--- src/rtl/mktd_pkg.sv ---
`timescale 1ns / 1ps
// ----------------------------------------------------------------------------
// mktd_pkg
// Shared types, constants and the Morse character table for the Morse key
// timing decoder.
// ----------------------------------------------------------------------------
package mktd_pkg;

  localparam int unsigned TimeW    = 16;
  localparam int unsigned CharW    = 8;
  localparam int unsigned LenW     = 3;
  localparam int unsigned OvfW     = 2;
  localparam int unsigned CodeW    = 5;
  localparam int unsigned CfgIdxW  = 2;
  localparam int unsigned RomIdxW  = 6;

  localparam logic [CodeW-1:0] CodeZero    = '0;
  localparam logic [LenW-1:0]  MaxSymbols  = 3'd5;
  localparam logic [LenW-1:0]  MaxCount    = 3'd7;
  localparam logic [OvfW-1:0]  OvfSat      = 2'd2;
  localparam logic [CharW-1:0] CharUnknown = 8'h25;

  localparam logic [TimeW-1:0] DotMinReset    = 16'd1875;
  localparam logic [TimeW-1:0] DashMinReset   = 16'd12500;
  localparam logic [TimeW-1:0] SpaceMinReset  = 16'd25000;
  localparam logic [TimeW-1:0] LongIntvReset  = 16'd30000;

  typedef enum logic [CfgIdxW-1:0] {
    CfgDotMin   = 2'd0,
    CfgDashMin  = 2'd1,
    CfgSpaceMin = 2'd2,
    CfgLongIntv = 2'd3
  } cfg_idx_e;

  typedef enum logic {
    ModeTick = 1'b0,
    ModeEdge = 1'b1
  } mode_e;

  typedef struct packed {
    logic [TimeW-1:0] dot_min;
    logic [TimeW-1:0] dash_min;
    logic [TimeW-1:0] space_min;
    logic [TimeW-1:0] long_intv;
  } cfg_t;

  typedef struct packed {
    logic             awaiting_press;
    logic [TimeW-1:0] last_edge_time;
    logic [OvfW-1:0]  overflow_count;
    logic [CodeW-1:0] code_bits;
    logic [LenW-1:0]  code_count;
  } state_t;

  typedef struct packed {
    logic             emit;
    logic [CharW-1:0] character;
    logic [LenW-1:0]  code_length;
  } result_t;

  function automatic logic [CharW-1:0] morse_char(input logic [RomIdxW-1:0] idx);
    logic [CharW-1:0] c;
    unique case (idx)
      6'd1:  c = 8'h20;
      6'd2:  c = "E";
      6'd3:  c = "T";
      6'd4:  c = "I";
      6'd5:  c = "A";
      6'd6:  c = "N";
      6'd7:  c = "M";
      6'd8:  c = "S";
      6'd9:  c = "U";
      6'd10: c = "R";
      6'd11: c = "W";
      6'd12: c = "D";
      6'd13: c = "K";
      6'd14: c = "G";
      6'd15: c = "O";
      6'd16: c = "H";
      6'd17: c = "V";
      6'd18: c = "F";
      6'd20: c = "L";
      6'd22: c = "P";
      6'd23: c = "J";
      6'd24: c = "B";
      6'd25: c = "X";
      6'd26: c = "C";
      6'd27: c = "Y";
      6'd28: c = "Z";
      6'd29: c = "Q";
      6'd30: c = "?";
      6'd31: c = "&";
      6'd32: c = "5";
      6'd33: c = "4";
      6'd35: c = "3";
      6'd39: c = "2";
      6'd47: c = "1";
      6'd48: c = "6";
      6'd56: c = "7";
      6'd60: c = "8";
      6'd62: c = "9";
      6'd63: c = "0";
      default: c = CharUnknown;
    endcase
    return c;
  endfunction

endpackage

--- src/rtl/mktd_if.sv ---
`timescale 1ns / 1ps
// ----------------------------------------------------------------------------
// mktd_if
// Valid/ready channels of the Morse key timing decoder: event input, decoded
// character output and register write port.
// ----------------------------------------------------------------------------
interface mktd_in_if import mktd_pkg::*; ();
  logic             valid;
  logic             ready;
  logic             mode;
  logic [TimeW-1:0] capture_time;

  modport source (output valid, output mode, output capture_time, input ready);
  modport sink   (input valid, input mode, input capture_time, output ready);
endinterface

interface mktd_out_if import mktd_pkg::*; ();
  logic             valid;
  logic             ready;
  logic [CharW-1:0] character;
  logic [LenW-1:0]  code_length;

  modport source (output valid, output character, output code_length, input ready);
  modport sink   (input valid, input character, input code_length, output ready);
endinterface

interface mktd_cfg_if import mktd_pkg::*; ();
  logic               valid;
  logic               ready;
  logic [CfgIdxW-1:0] index;
  logic [TimeW-1:0]   data;

  modport source (output valid, output index, output data, input ready);
  modport sink   (input valid, input index, input data, output ready);
endinterface

--- src/rtl/mktd_decode.sv ---
`timescale 1ns / 1ps
// ----------------------------------------------------------------------------
// mktd_decode
// Per-event update: interval measurement, press classification, symbol
// shift-in and character lookup at the end of a gap.
// ----------------------------------------------------------------------------
module mktd_decode import mktd_pkg::*; (
  input  cfg_t             cfg_i,
  input  state_t           state_i,
  input  logic             mode_i,
  input  logic [TimeW-1:0] capture_time_i,
  output state_t           state_o,
  output result_t          result_o
);

  logic [TimeW-1:0]   diff;
  logic [TimeW-1:0]   interval;
  logic [RomIdxW-1:0] rom_idx;
  logic [CharW-1:0]   char_val;
  logic               is_dot;
  logic               is_dash;

  // wrapped interval is 65535 + now - last, i.e. one less than the modular difference
  assign diff = capture_time_i - state_i.last_edge_time;

  always_comb begin
    priority if (state_i.overflow_count > 2'd1) begin
      interval = cfg_i.long_intv;
    end else if (capture_time_i < state_i.last_edge_time) begin
      interval = diff - 16'd1;
    end else begin
      interval = diff;
    end
  end

  assign is_dot  = (interval >= cfg_i.dot_min) && (interval <= cfg_i.dash_min);
  assign is_dash = interval > cfg_i.dash_min;

  assign rom_idx  = (RomIdxW'(1) << state_i.code_count) | {1'b0, state_i.code_bits};
  assign char_val = (state_i.code_count > MaxSymbols) ? CharUnknown : morse_char(rom_idx);

  always_comb begin
    state_o              = state_i;
    result_o.emit        = 1'b0;
    result_o.character   = char_val;
    result_o.code_length = state_i.code_count;
    unique case (mode_e'(mode_i))
      ModeTick: begin
        if (state_i.overflow_count < OvfSat) begin
          state_o.overflow_count = state_i.overflow_count + 2'd1;
        end
      end
      ModeEdge: begin
        state_o.overflow_count = '0;
        state_o.last_edge_time = capture_time_i;
        if (state_i.awaiting_press) begin
          state_o.awaiting_press = 1'b0;
          if (interval >= cfg_i.space_min) begin
            result_o.emit     = 1'b1;
            state_o.code_bits  = CodeZero;
            state_o.code_count = '0;
          end
        end else begin
          state_o.awaiting_press = 1'b1;
          if (is_dot || is_dash) begin
            if (state_i.code_count < MaxSymbols) begin
              state_o.code_bits = {state_i.code_bits[CodeW-2:0], is_dash};
            end
            if (state_i.code_count < MaxCount) begin
              state_o.code_count = state_i.code_count + 3'd1;
            end
          end
        end
      end
      default: begin
        state_o = state_i;
      end
    endcase
  end

endmodule

--- src/rtl/morse_key_timing_decoder_core.sv ---
`timescale 1ns / 1ps
// ----------------------------------------------------------------------------
// morse_key_timing_decoder_core
// Morse key timing decoder: turns timer ticks and key edge captures into
// decoded characters.
// ----------------------------------------------------------------------------
// datapath: the input register feeds the update, and the result register
//   holds the word
// throughput: one event per cycle; an edge that ends a character waits while
//   the result register is full
// reset: rst_ni asynchronous, clears decoder state and loads default timing
// ----------------------------------------------------------------------------
module morse_key_timing_decoder_core import mktd_pkg::*; (
  input  logic         clk_i,
  input  logic         rst_ni,
  mktd_in_if.sink      in_i,
  mktd_out_if.source   out_o,
  mktd_cfg_if.sink     cfg_i
);

  cfg_t             cfg_q;
  state_t           state_q;
  state_t           state_d;
  result_t          result;

  logic             in_valid_q;
  logic             in_mode_q;
  logic [TimeW-1:0] in_time_q;

  logic             out_valid_q;
  logic [CharW-1:0] out_char_q;
  logic [LenW-1:0]  out_len_q;

  logic             out_free;
  logic             advance;

  mktd_decode u_decode (
    .cfg_i          (cfg_q),
    .state_i        (state_q),
    .mode_i         (in_mode_q),
    .capture_time_i (in_time_q),
    .state_o        (state_d),
    .result_o       (result)
  );

  assign out_free    = !out_valid_q || out_o.ready;
  assign advance     = in_valid_q && (!result.emit || out_free);
  assign in_i.ready  = !in_valid_q || advance;
  assign cfg_i.ready = 1'b1;

  assign out_o.valid       = out_valid_q;
  assign out_o.character   = out_char_q;
  assign out_o.code_length = out_len_q;

  // register file
  always_ff @(posedge clk_i or negedge rst_ni) begin
    if (!rst_ni) begin
      cfg_q.dot_min   <= DotMinReset;
      cfg_q.dash_min  <= DashMinReset;
      cfg_q.space_min <= SpaceMinReset;
      cfg_q.long_intv <= LongIntvReset;
    end else if (cfg_i.valid) begin
      unique case (cfg_idx_e'(cfg_i.index))
        CfgDotMin:   cfg_q.dot_min   <= cfg_i.data;
        CfgDashMin:  cfg_q.dash_min  <= cfg_i.data;
        CfgSpaceMin: cfg_q.space_min <= cfg_i.data;
        CfgLongIntv: cfg_q.long_intv <= cfg_i.data;
        default: begin
          cfg_q <= cfg_q;
        end
      endcase
    end
  end

  // input register
  always_ff @(posedge clk_i or negedge rst_ni) begin
    if (!rst_ni) begin
      in_valid_q <= 1'b0;
    end else if (in_i.ready) begin
      in_valid_q <= in_i.valid;
    end
  end

  always_ff @(posedge clk_i) begin
    if (in_i.valid && in_i.ready) begin
      in_mode_q <= in_i.mode;
      in_time_q <= in_i.capture_time;
    end
  end

  // decoder state
  always_ff @(posedge clk_i or negedge rst_ni) begin
    if (!rst_ni) begin
      state_q.awaiting_press <= 1'b1;
      state_q.last_edge_time <= '0;
      state_q.overflow_count <= '0;
      state_q.code_bits      <= CodeZero;
      state_q.code_count     <= '0;
    end else if (advance) begin
      state_q <= state_d;
    end
  end

  // result register
  always_ff @(posedge clk_i or negedge rst_ni) begin
    if (!rst_ni) begin
      out_valid_q <= 1'b0;
    end else if (out_free) begin
      out_valid_q <= advance && result.emit;
    end
  end

  always_ff @(posedge clk_i) begin
    if (advance && result.emit) begin
      out_char_q <= result.character;
      out_len_q  <= result.code_length;
    end
  end

endmodule
--- src/flat_wrapper.sv ---
// flat-port wrapper written by rule: the top's interface ports become plain ports
module morse_key_timing_decoder_core_flat import mktd_pkg::*;
  (clk_i, rst_ni, in_i_valid, in_i_mode, in_i_capture_time, in_i_ready, out_o_valid, out_o_character, out_o_code_length, out_o_ready, cfg_i_valid, cfg_i_index, cfg_i_data, cfg_i_ready);
  mktd_in_if in_i_i ();
  mktd_out_if out_o_i ();
  mktd_cfg_if cfg_i_i ();
  input  logic clk_i;
  input  logic rst_ni;
  input wire logic [$bits(in_i_i.valid)-1:0] in_i_valid;
  input wire logic [$bits(in_i_i.mode)-1:0] in_i_mode;
  input wire logic [$bits(in_i_i.capture_time)-1:0] in_i_capture_time;
  output wire logic [$bits(in_i_i.ready)-1:0] in_i_ready;
  output wire logic [$bits(out_o_i.valid)-1:0] out_o_valid;
  output wire logic [$bits(out_o_i.character)-1:0] out_o_character;
  output wire logic [$bits(out_o_i.code_length)-1:0] out_o_code_length;
  input wire logic [$bits(out_o_i.ready)-1:0] out_o_ready;
  input wire logic [$bits(cfg_i_i.valid)-1:0] cfg_i_valid;
  input wire logic [$bits(cfg_i_i.index)-1:0] cfg_i_index;
  input wire logic [$bits(cfg_i_i.data)-1:0] cfg_i_data;
  output wire logic [$bits(cfg_i_i.ready)-1:0] cfg_i_ready;
  assign in_i_i.valid = in_i_valid;
  assign in_i_i.mode = in_i_mode;
  assign in_i_i.capture_time = in_i_capture_time;
  assign in_i_ready = in_i_i.ready;
  assign out_o_valid = out_o_i.valid;
  assign out_o_character = out_o_i.character;
  assign out_o_code_length = out_o_i.code_length;
  assign out_o_i.ready = out_o_ready;
  assign cfg_i_i.valid = cfg_i_valid;
  assign cfg_i_i.index = cfg_i_index;
  assign cfg_i_i.data = cfg_i_data;
  assign cfg_i_ready = cfg_i_i.ready;
  morse_key_timing_decoder_core u_core (.clk_i(clk_i), .rst_ni(rst_ni), .in_i(in_i_i), .out_o(out_o_i), .cfg_i(cfg_i_i));
endmodule
--- config.mk ---
export PLATFORM = sky130hd
export DESIGN_NAME = morse_key_timing_decoder_core_flat
export DESIGN_NICKNAME = d
export VERILOG_FILES = /design/src/rtl/mktd_pkg.sv /design/src/rtl/mktd_if.sv /design/src/rtl/mktd_decode.sv /design/src/rtl/morse_key_timing_decoder_core.sv /design/src/flat_wrapper.sv
export SDC_FILE = /design/constraint.sdc
export NUM_CORES = 1
export LEC_CHECK = 0
export BUFFER_PORTS_ARGS = -buffer_cell sky130_fd_sc_hd__clkbuf_2
export CORE_MARGIN = 1.5
export CORE_UTILIZATION = 55
export CTS_CLUSTER_DIAMETER = 100
export CTS_CLUSTER_SIZE = 12
export DETAILED_ROUTE_END_ITERATION = 10
export GPL_ROUTABILITY_DRIVEN = 0
export PLACE_DENSITY = 0.77
export SYNTH_ARGS = -nofsm -noshare
export SYNTH_HDL_FRONTEND = slang
export SYNTH_SLANG_ARGS = --single-unit
export TNS_END_PERCENT = 100
--- constraint.sdc ---
create_clock -name clk_i -period 5.95 [get_ports clk_i]
set_input_delay 1.19 -clock clk_i [delete_from_list [all_inputs] [get_ports clk_i]]
set_output_delay 1.19 -clock clk_i [all_outputs]
set_load 0.05 [all_outputs]
# Word-level counts from Yosys, hierarchy flattened
# Memory sizes are Yosys's and may differ from the RTL's. A register that Yosys moved wholly into a read port is not among the register bits.
# Cells that the tools add are included.
# word_totals
rom_bits	448
ram_bits	0
output_inout_bits	14
memories	1
input_bits	40
latchBits	0
elab_cells	74
reg_bits	121
# memory_table
name	depth	word_bits	rd	rd_ports_with_merged_regs	wr	line_no	rtl
(no name shown)	64	7	1	1	0	mktd_pkg.sv:63	unique case (idx)
# op_classes
mux	13
n_reduce_logical	23
n_eq_ne	5
div_mod_pow	0
bitwise_logic	2
order_cmp	10
n_shift	1
n_mul	0
n_addsub	4
# ops
operator	count
16-bit greater-or-equal comparator	2
16-bit 2-to-1 mux	2
8-bit 2-to-1 mux	3
16-bit > comparator	1
16-bit <= comparator	1
16-bit less-than comparator	1
16-bit by 1-bit subtractor with 16-bit output, second input constant	1
16-bit subtractor	1
2-bit AND reduction	6
5-bit AND reduction	2
3-bit less-than comparator, second input constant	2
6-bit by 5-bit OR with 6-bit output	1
2-bit nonzero test	3
1-bit by 3-bit << shifter with 6-bit output, first input constant	1
5-bit 2-to-1 mux	1
2-bit equality test, second input constant	2
1-bit logical AND	4
1-bit logical OR	4
1-bit 2-to-1 mux	4
2-bit inequality test, second input constant	2
2-bit one-hot mux with 2 select lines	1
3-bit by 1-bit adder with 3-bit output, second input constant	1
3-bit > comparator, second input constant	1
1-bit logical NOT	3
8 further kinds	8

# Longest topological paths before layout
# depth
ltp_word	13
mapped_depth	23
depth_no_buf	22

# Modules after synthesis
# A second synthesis with hierarchy kept.
# unflattened
hier_cells	900
area_unflattened_um2	8625.8
# by_module_without_submodules
module	cells_per_inst	instances	seq_area_each_um2	area_per_inst_um2
morse_key_timing_decoder_core	330	1	3201.8	4858.4
mktd_decode	570	1	0.0	3767.4

# Worst setup path before layout
# OpenSTA, ideal clock, no wires.
# synth_timing
kind	register -> output
startpoint	register u_core.state_q[10] in the netlist's numbering
endpoint	output port in_i_ready
arrival_time_ns	4.782
required_ns	4.760
stages_incl_launch_ff	20
setup_slack_ns	-0.022
path_buffers	0
cell_sequence	dfrtp_1 ha_1 fa_1 nor2b_1 o221a_2 o21ai_0 o31ai_1 o31ai_1 or4b_4 nor2_1 xnor2_1 a21oi_1 ha_1 a21o_1 a211o_1 a2111oi_0 o41ai_1 nand3_1 nor2_1 nand3_1
# synth_via
elab_chain_cells	12
word_cells_on_any_way	13
classes_between	2 x add/sub; 2 x order compare; 5 x mux; 4 x reduce/logical
# synth_rtl
element	line_no	rtl
start, declared	morse_key_timing_decoder_core.sv:22	state_t state_q;
start signal, assigned	morse_key_timing_decoder_core.sv:100	state_q <= state_d;
16-bit subtractor	mktd_decode.sv:24	assign diff = capture_time_i - state_i.last_edge_time;
16-bit by 1-bit subtractor with 16-bit output	mktd_decode.sv:30	interval = diff - 16'd1;
16-bit 2-to-1 mux *	mktd_decode.sv:29	end else if (capture_time_i < state_i.last_edge_time) begin
16-bit 2-to-1 mux *	mktd_decode.sv:27	priority if (state_i.overflow_count > 2'd1) begin
16-bit greater-or-equal comparator *	mktd_decode.sv:58	if (interval >= cfg_i.space_min) begin
1-bit 2-to-1 mux *	mktd_decode.sv:58	
1-bit 2-to-1 mux *	mktd_decode.sv:56	if (state_i.awaiting_press) begin
1-bit 2-to-1 mux *	mktd_decode.sv:47	unique case (mode_e'(mode_i))
1-bit logical NOT *	morse_key_timing_decoder_core.sv:47	assign advance = in_valid_q && (!result.emit || out_free);
1-bit logical OR *	morse_key_timing_decoder_core.sv:47	
1-bit logical AND *	morse_key_timing_decoder_core.sv:47	
1-bit logical OR *	morse_key_timing_decoder_core.sv:48	assign in_i.ready = !in_valid_q || advance;
end, declared	flat_wrapper.sv:12	output wire logic [$bits(in_i_i.ready)-1:0] in_i_ready;
# Mark *: on every way between the ends. The rest lies on a longest branch, timed or not.

# Worst setup path after layout
# Ends and elaborated chain as after synthesis.

==> summary.md <==
| Metric | Value |
|---|---|
| Global-route wire length before repair | 29,220 um |
| Mean Syn Cell Area | 10.06 sq um |
| Worst endpoint data arrival time | 5030 ps |
| EDFF count, synth | 27 |
| Vias per cell | 5.775 |
| Area growth, synth to finish | 22.46% |
| Top_reg_cell synth | dfrtp_1 |
| Fmax achieved | 0.1607 GHz |
| Critical path, cell by cell | ha_2 > fa_2 > nor2b_4 > o221a_4 > o21ai_2 > o31ai_4 > o31ai_2 > or4b_4 > nor2_4 > xnor2_2 > a21oi_2 > ha_1 > a21o_1 > a211o_1 > a2111oi_4 > o41ai_4 > nand3_2 > nor2_2 > nand3_2 > buf_8 |
| Worst VDD drop | 0.3528 mV |
| Final wirelength | 17,780 um |
| Slew Limit Fails | 0 |
| Post-synthesis cell count | 769 |
| Iter 0 DRT Violations | 546 |
| Synthesized net count | 889 |
| Startpoint types | flop |
| Slew HR | 19.55% |
| Slowest cell on crit path | or4b_4 |
| Fin crit share | 104.6% |
| Post-synthesis sequential area ratio | 40.99% |
| Overall Global Routing Usage | 25.22% |
| First drt pass iteration count | 6 |
| Leak pwr | 0.004333 uW |
| Largest net degree at the start of global routing | 56 |
| Top post-synthesis cells by area | dfrtp_1 (21%), ha_1 (13%), mux2_2 (11%) |
| Core Footprint | 0.01383 sq mm |
| Top cells by count, synth | ha_1 (79), inv_1 (77), mux2_2 (73) |
| Hold Path Class | reg -> reg |
| Deepest clock path buffer count | 2 |
| Library cells used by synthesis | 67 |
| # hold bufs at CTS | 0 |
| Antenna Nets Post-Route | 0 |
| Proportion of netlist area held by the largest area contributor | 21.35% |
| Asr flop ratio synth | 77.50% |
| DRC Markers | 0 |
| Worst EP required | 4760 ps |
| Final setup viols | 15 |
| Total CTS buffers | 17 |
| Worst Max-Slew Pin Slew | 1202 ps |
| Share of cells above drive strength 1 | 33.33% |
| HPWL reported at the end of detailed placement | 12,350 um |
| Post-layout min period | 6223 ps |
| Unrepaired setup endpoints after global routing | yes |
| Final setup margin | -273.0 ps |
| Critical path's largest stage delay | 620 ps |
| Dominant cell type by area after synthesis | dfrtp_1 |
| Cell Area, Synth | 0.007737 sq mm |
| Die area | 0.01479 sq mm |
| Row count | 43 |
| Die height | 121.6 um |
| CTS tree | built |
| Violated checks | setup timing |
| Final Util | 68.53% |
| FF+latch count, synth | 120 |
| Diode count | 0 |
| Initial antenna violation count | 0 |
| CP Capture Type | primary output |
| Die width | 121.6 um |
| Clock transition at the registers of the reported paths | 50 ps |
| Hold WS | 501.1 ps |
| Synth Warn # | 0 |
| Layout fillers | 973 |
| Cell area power density | 484.8 mW/mm^2 |
| # IOs | 54 |
| Initial Utilization | 55.96% |
| Crit-path most repeated cell | nand3_2 |
| Clock sinks | 120 |
| Status | finished, violations left |
| Top delay family on crit path | compound AO/OA/AOI/OAI gates |
| H-tree depth | 4 |
| Count leader, synth | ha_1 |
| Root buffer cell | clkbuf_16 |
| Later-pin clock latency in the skew report | 420 ps |
| Average wire per standard cell | 16.83 um |
| Final nets | 983 |
| Total of max-cap violations | 0 |
| Kind of critical path | reg -> out |
| Final hold vios | 0 |
| Vias | 6,098 |
| Tot Pwr | 4594 uW |
| Placement Setup Slack | -346.1 ps |
| Vias in the first global route | 6,216 |
| IO Port Bufs | 51 |
| Setup Skew | 7.118 ps |
| CP Buf/Inv Count | 1 |
| Worst-path maximum fanout | 5 |
| Fin Setup TNS | -1471 ps |
| GRT overflow | 0 |
## cell families after synthesis
family	count (synthesis)	share of synthesized area, %
AO/OA/AOI/OAI	185	15.54
flip-flops	120	40.99
other	2	0.09706
AND/OR/NAND/NOR	172	10.71
buffers and inverters	106	5.449
XOR/XNOR	28	3.169
multiplexers	76	11.01
adder cells (fa/ha/maj)	80	13.03
## repair_timing
item                                    CTS  global route
cloned                                    0             0
pin swaps                                25            13
hold endpoints to repair                  0             0
endpoints found under the setup margin    1            28
resized for setup                        45            20
setup buffers                            18             1
## state kept, by name, indices dropped and copies added (netlist names)
register	flops
u_core.cfg_q	64
u_core.in_mode_q	1
u_core.in_time_q	16
u_core.in_valid_q	1
u_core.out_o.character	7
u_core.out_o.code_length	3
u_core.out_o.valid	1
u_core.state_q	27
## area by class of cell
cell class	instances	area, sq um	share of cell area, %
clock buffers	26	541.8	5.718
inverters	77	289.0	3.050
flip-flops and latches	120	3172	33.47
well taps	180	225.2	2.377
repair buffers	104	669.4	7.065
clock inverters	6	105.1	1.109
multi-input cells	543	4473	47.21
## report_power, final
group	switching (uW)	internal (uW)	total, uW
combinational	1320	1030	2350
clock	347	751	1100
sequential	101	1040	1140
total	1770	2830	4590
## per-layer routing
layer  vias up  wire (um)  GRT usage [%]
li1       2926          -              -
met1      2964       7388          30.05
met2       169       9211          44.74
met3        39        805          5.712
met4         0        370          8.897
met5         -          0              0
## stage by stage
stage                     instance area [sq um]  std cells
after global placement                     8357       1005
after global routing                       9475       1056
after CTS                                  9359       1055
after detailed placement                   8357       1005
after floorplan                            7742        769
final                                      9475       1056
## final timing paths
path / start / to / slack [ps] / depth (start not counted)
max reg2reg: u_core.state_q[10] / u_core.state_q[15] / -100 / 28
min: u_core.state_q[13] / u_core.state_q[13] / 500 / 1
min reg2reg: u_core.state_q[13] / u_core.state_q[13] / 500 / 1
max: u_core.state_q[10] / in_i_ready / -270 / 20
max in group asynchronous: rst_ni / u_core.cfg_q[26] / 4140 / 2
min in group asynchronous: rst_ni / u_core.state_q[13] / 740 / 1
## layout by cell type (no fill, tap or decap), drive strengths merged, types with 4 or more instances in the layout
| cell | n |
|---|---|
| a21o | 27 |
| edfxtp | 27 |
| o211ai | 9 |
| xor2 | 10 |
| dfstp | 27 |
| clkbuf | 75 |
| a21oi | 50 |
| o22ai | 6 |
| nor2b | 10 |
| nand2b | 6 |
| or2 | 5 |
| a31oi | 9 |
| o21ai | 42 |
| xnor2 | 18 |
| nand4 | 7 |
| a211oi | 4 |
| inv | 77 |
| dfrtp | 66 |
| nor3 | 17 |
| mux2 | 73 |
| or3 | 4 |
| nand2 | 43 |
| o21a | 7 |
| nor2 | 49 |
| buf | 55 |
| ha | 79 |
| nand3 | 15 |
No activity file was read; power rests on OpenSTA's default activity.
